--- config.mk ---
export PLATFORM = sky130hd
export DESIGN_NAME = drce_ram
export DESIGN_NICKNAME = d
export VERILOG_FILES = /design/src/sv/drce_ram.sv
export SDC_FILE = /design/constraint.sdc
export NUM_CORES = 2
export LEC_CHECK = 0
export ABC_CLOCK_PERIOD_IN_PS = 3000
export BUFFER_PORTS_ARGS = -buffer_cell sky130_fd_sc_hd__buf_2
export CAP_MARGIN = 20
export CORE_MARGIN = 5
export CORE_UTILIZATION = 57
export DETAILED_ROUTE_END_ITERATION = 8
export PLACE_DENSITY = 0.74
export SYNTH_ARGS = -nofsm -noshare
export SYNTH_HDL_FRONTEND = slang
export SYNTH_SLANG_ARGS = --single-unit
--- constraint.sdc ---
create_clock -name clock -period 3 [get_ports clock]
set_clock_uncertainty 0.1 [all_clocks]
set_input_delay 0 -clock clock [delete_from_list [all_inputs] [get_ports clock]]
set_output_delay 0 -clock clock [all_outputs]
set_load 0.005 [all_outputs]
--- src/sv/drce_ram.sv ---
// Generic RAM with one write port and two registered read ports.
`timescale 1ns / 1ps

module drce_ram #(
   parameter int WIDTH = 32,
   parameter int DEPTH = 64
) (
   input  logic                             clock,
   input  logic                             wr_en,
   input  logic [$clog2(DEPTH)-1:0]         wr_addr,
   input  logic [WIDTH-1:0]                 wr_data,
   input  logic                             rd_en,
   input  logic [$clog2(DEPTH)-1:0]         rd_addr_a,
   input  logic [$clog2(DEPTH)-1:0]         rd_addr_b,
   output logic [WIDTH-1:0]                 rd_data_a,
   output logic [WIDTH-1:0]                 rd_data_b
);

   logic [WIDTH-1:0] mem_ff [DEPTH];

   always_ff @(posedge clock) begin
      if (wr_en) begin
         mem_ff[wr_addr] <= wr_data;
      end
      if (rd_en) begin
         rd_data_a <= mem_ff[rd_addr_a];
         rd_data_b <= mem_ff[rd_addr_b];
      end
   end

endmodule

# Word level (Yosys, flattened, before mapping)
# Memories as Yosys holds them, arrays and structs flattened. A register that Yosys moved wholly into a read port is not among the register bits.
# Cells that the tools add are included.
# classes
n_mux,2
# ops
operator,n
$mux W1,2
# totals
regBits,0
ramBits,2048
memories,1
# mem_list
name,words,width,rd,rd_clocked_by_memory_dff,wr,line_no,source
mem_ff,64,32,2,2,1,19,logic [WIDTH-1:0] mem_ff [DEPTH];

# Depth between registers and ports, before layout
# logic_depth
depth_word,2
depth_mapped,10
mapped_depth_nobuf,5

# Worst setup path before layout
# Ideal clock, no wire load.
# synth_timing
path_kind,input -> register
from,input port wr_addr[3]
to,"memory mem_ff[48][0], enable pin"
setup_ns,0.461
arrival_time_ns,2.730
required_time_ns,2.439
setup_slack_ns,-0.291
stages,4
path_cell_list,clkbuf_1 -> nor2b_1 -> nand4b_1 -> nor3_1
# synth_rtl
item,line_no,source
"start, declared",10,"input logic [$clog2(DEPTH)-1:0] wr_addr,"
"end, declared",19,
# Straight into the memory's write port.

# Final worst setup path
# layout_timing
from,input port wr_addr[4]
to,"memory mem_ff[52][18], enable pin"
# Straight into the memory's write port.

==> flow_metrics.env <==
export IMPL_std_cell_rows=150
export IMPL_core_area_sq_mm=0.168
export IMPL_hpwl_mm=173
export IMPL_cts_buffers=208
export IMPL_fin_nets=4896
export IMPL_die_w_um=421
export IMPL_netlist_area_sq_mm=0.0963
export IMPL_clk_latency_ns=0.85
export IMPL_ys_types=37
export IMPL_layout_drive_gt1_share=0.406
export IMPL_synthCells=4412
export IMPL_cts_clk_slew_worst_paths_ns=0.06
export IMPL_cp_max_fo=7
export IMPL_vias_per_cell=7.48
export IMPL_antenna_found_initial=24
export IMPL_cts_root_buf="clkbuf_16"
export IMPL_gp_congestion=0.860
export IMPL_critPathKind="input port to register"
export IMPL_clockBufferDepth=3
export IMPL_io_buffer_count=116
export IMPL_io_pins=117
export IMPL_fin_util=0.660
export IMPL_finalHoldViolations=0
export IMPL_drt_iter0_drc=8930
export IMPL_cts_setup_buffers=0
export IMPL_worst_pin_slew_ns=1.17
export IMPL_cts_tree="yes"
export IMPL_yosys_warnings=0
export IMPL_cp_start_kind="input port"
export IMPL_setup_viol=0
export IMPL_hp_class="input port to register"
export IMPL_fin_hold_ws_ns=0.00170
export IMPL_end_kind="register"
export IMPL_grt_pass1_vias=54533
export IMPL_avgSynthCellArea_sq_um=21.8
export IMPL_p_per_area_mw_per_mm2=581
export IMPL_vdd_drop_max_uv=519
export IMPL_wl_per_cell_um=39.9
export IMPL_cp_data_required_time_ns=3.38
export IMPL_ant_nets=0
export IMPL_maxCapViolations=0
export IMPL_status="finished, final reports clean"
export IMPL_clock_fmax_ghz=0.385
export IMPL_slew_viol_final=0
export IMPL_max_slew_margin=0.219
export IMPL_cts_sinks=2112
export IMPL_worstPathArrival_ns=2.97
export IMPL_grt_usage=0.326
export IMPL_synth_seq_cells=2112
export IMPL_die_area_sq_mm=0.177
export IMPL_async_flop_share=0
export IMPL_fin_crit_sh=0.865
export IMPL_syn2layout_area_growth_pct=14.9
export IMPL_synth_edff_count=2112
export IMPL_seq_area_frac_synth=0.659
export IMPL_cts_resized=0
export IMPL_rsz0062_at_grt="false"
export IMPL_grt_overflow_total=0
export IMPL_dieHeight_um=421
export IMPL_ctsHoldBuffers=50
export IMPL_drc=0
export IMPL_grt_pass1_wl_mm=409
export IMPL_fin_crit_ns=2.60
export IMPL_leakagePower_uw=0.0352
export IMPL_ys_dominant_reg_cell="edfxtp_1"
export IMPL_vias=54108
export IMPL_wl_mm=289
export IMPL_htree_levels=4
export IMPL_start_util=0.575
export IMPL_grt_max_degree=65
export IMPL_drt_first_pass_iters=5
export IMPL_syn_num_nets=4465
-- worst max-delay path, stage by stage --
cell and delay (ns):
dlygate4sd3_1 0.66, buf_2 0.21, nor2b_1 0.23, nand4b_1 0.47, nor2_4 0.47, dlygate4sd3_1 0.92
-- registers in the layout, summed over array words and instances, names as in the netlist --
register,count
mem_ff,2048
rd_data_a,32
rd_data_b,32
-- cell families after synthesis --
logic type             Yosys count  share of synthesized area
AO/OA/AOI/OAI                  340                     0.0238
buffers and inverters          348                     0.0181
flip-flops                    2112                      0.659
AND/OR/NAND/NOR                248                     0.0113
multiplexers                  1364                      0.288
-- cells in the mapped netlist (11+ instances only) --
master,instances,area [sq um]
o211ai_1,27,203
buf_2,121,606
nor2b_1,19,119
a21oi_1,58,290
buf_6,11,124
o221ai_1,16,140
o22ai_1,56,350
nor2_1,94,353
o21ai_1,31,155
mux4_2,1124,25300
edfxtp_1,2112,63400
mux2i_1,204,2040
nand2_1,93,349
a211oi_1,15,113
clkbuf_1,135,507
o21ai_0,18,90.1
buf_1,25,93.8
buf_4,55,413
a22oi_1,85,638
a221oi_1,13,114
mux2_2,36,405
-- path summary, 6_finish.rpt --
kind / from / end / slack (ns) / cells after the start
worst max register to register: mem_ff[4][2] / rd_data_b[2] / 0.40 / 5
worst max-delay path: wr_addr[4] / mem_ff[52][18] / 0.40 / 6
worst min register to register: mem_ff[36][13] / rd_data_a[13] / 0.88 / 4
worst min-delay path: wr_data[26] / mem_ff[39][26] / 0.002 / 2
-- per-layer routing --
layer / vias to the layer above / routed length (um) / track usage
li1: 20490 / - / -
met1: 28515 / 98600 / 0.454
met2: 4405 / 134000 / 0.494
met3: 684 / 43500 / 0.102
met4: 14 / 12900 / 0.121
met5: - / 94 / 0
-- cell usage in the layout, fill, tap and decap left out, drive strengths merged, types with 3 or more instances in the layout --
cell type,netlist,routed
a211oi,15,15
a21oi,58,58
a221oi,13,13
a22oi,85,85
a32oi,9,9
and2,6,6
buf,212,513
bufinv,0,20
clkbuf,135,252
clkinv,0,109
clkinvlp,0,3
diode,0,10
dlygate4sd3,0,54
edfxtp,2112,2112
inv,1,4
mux2,36,36
mux2i,204,204
mux4,1124,1124
nand2,93,93
nand2b,8,8
nand3,9,9
nand3b,6,6
nor2,94,94
nor2b,19,19
nor3,3,3
o211ai,27,27
o21ai,49,49
o221ai,16,16
o22ai,56,56
o32a,9,9
or2,3,3
-- layout make-up --
type | instances | area [sq um]
flip-flops and latches | 2112 | 63400
fillers | 10442 | 57000
multi-input cells | 1952 | 31700
repair buffers | 568 | 6120
clock buffers | 251 | 5470
well taps | 2204 | 2760
clock inverters | 135 | 1140
diodes | 10 | 25.0
inverters | 1 | 3.75
-- where the power goes --
group | switching [uW] | internal [uW] | total, uW
clock network | 11000 | 14600 | 25600
logic | 3150 | 2490 | 5640
registers | 160 | 32800 | 33000
-- per-stage QoR --
step / instances / instance area (sq um) / setup TNS, ns / total power [uW] / setup slack, ns
after floorplan: 4412 / 96300 / 0 / 36600 / 0.403
after global placement: 6758 / 103000 / -0.312 / 38900 / -0.204
after detailed placement: 6759 / 103000 / -0.269 / 39000 / -0.137
after CTS: 7195 / 110000 / 0 / 64200 / 0.445
after global routing: 7230 / 111000 / 0 / 66000 / 0.388
final: 7233 / 111000 / 0 / 64200 / 0.405
Power figures use the tool's default switching activity.
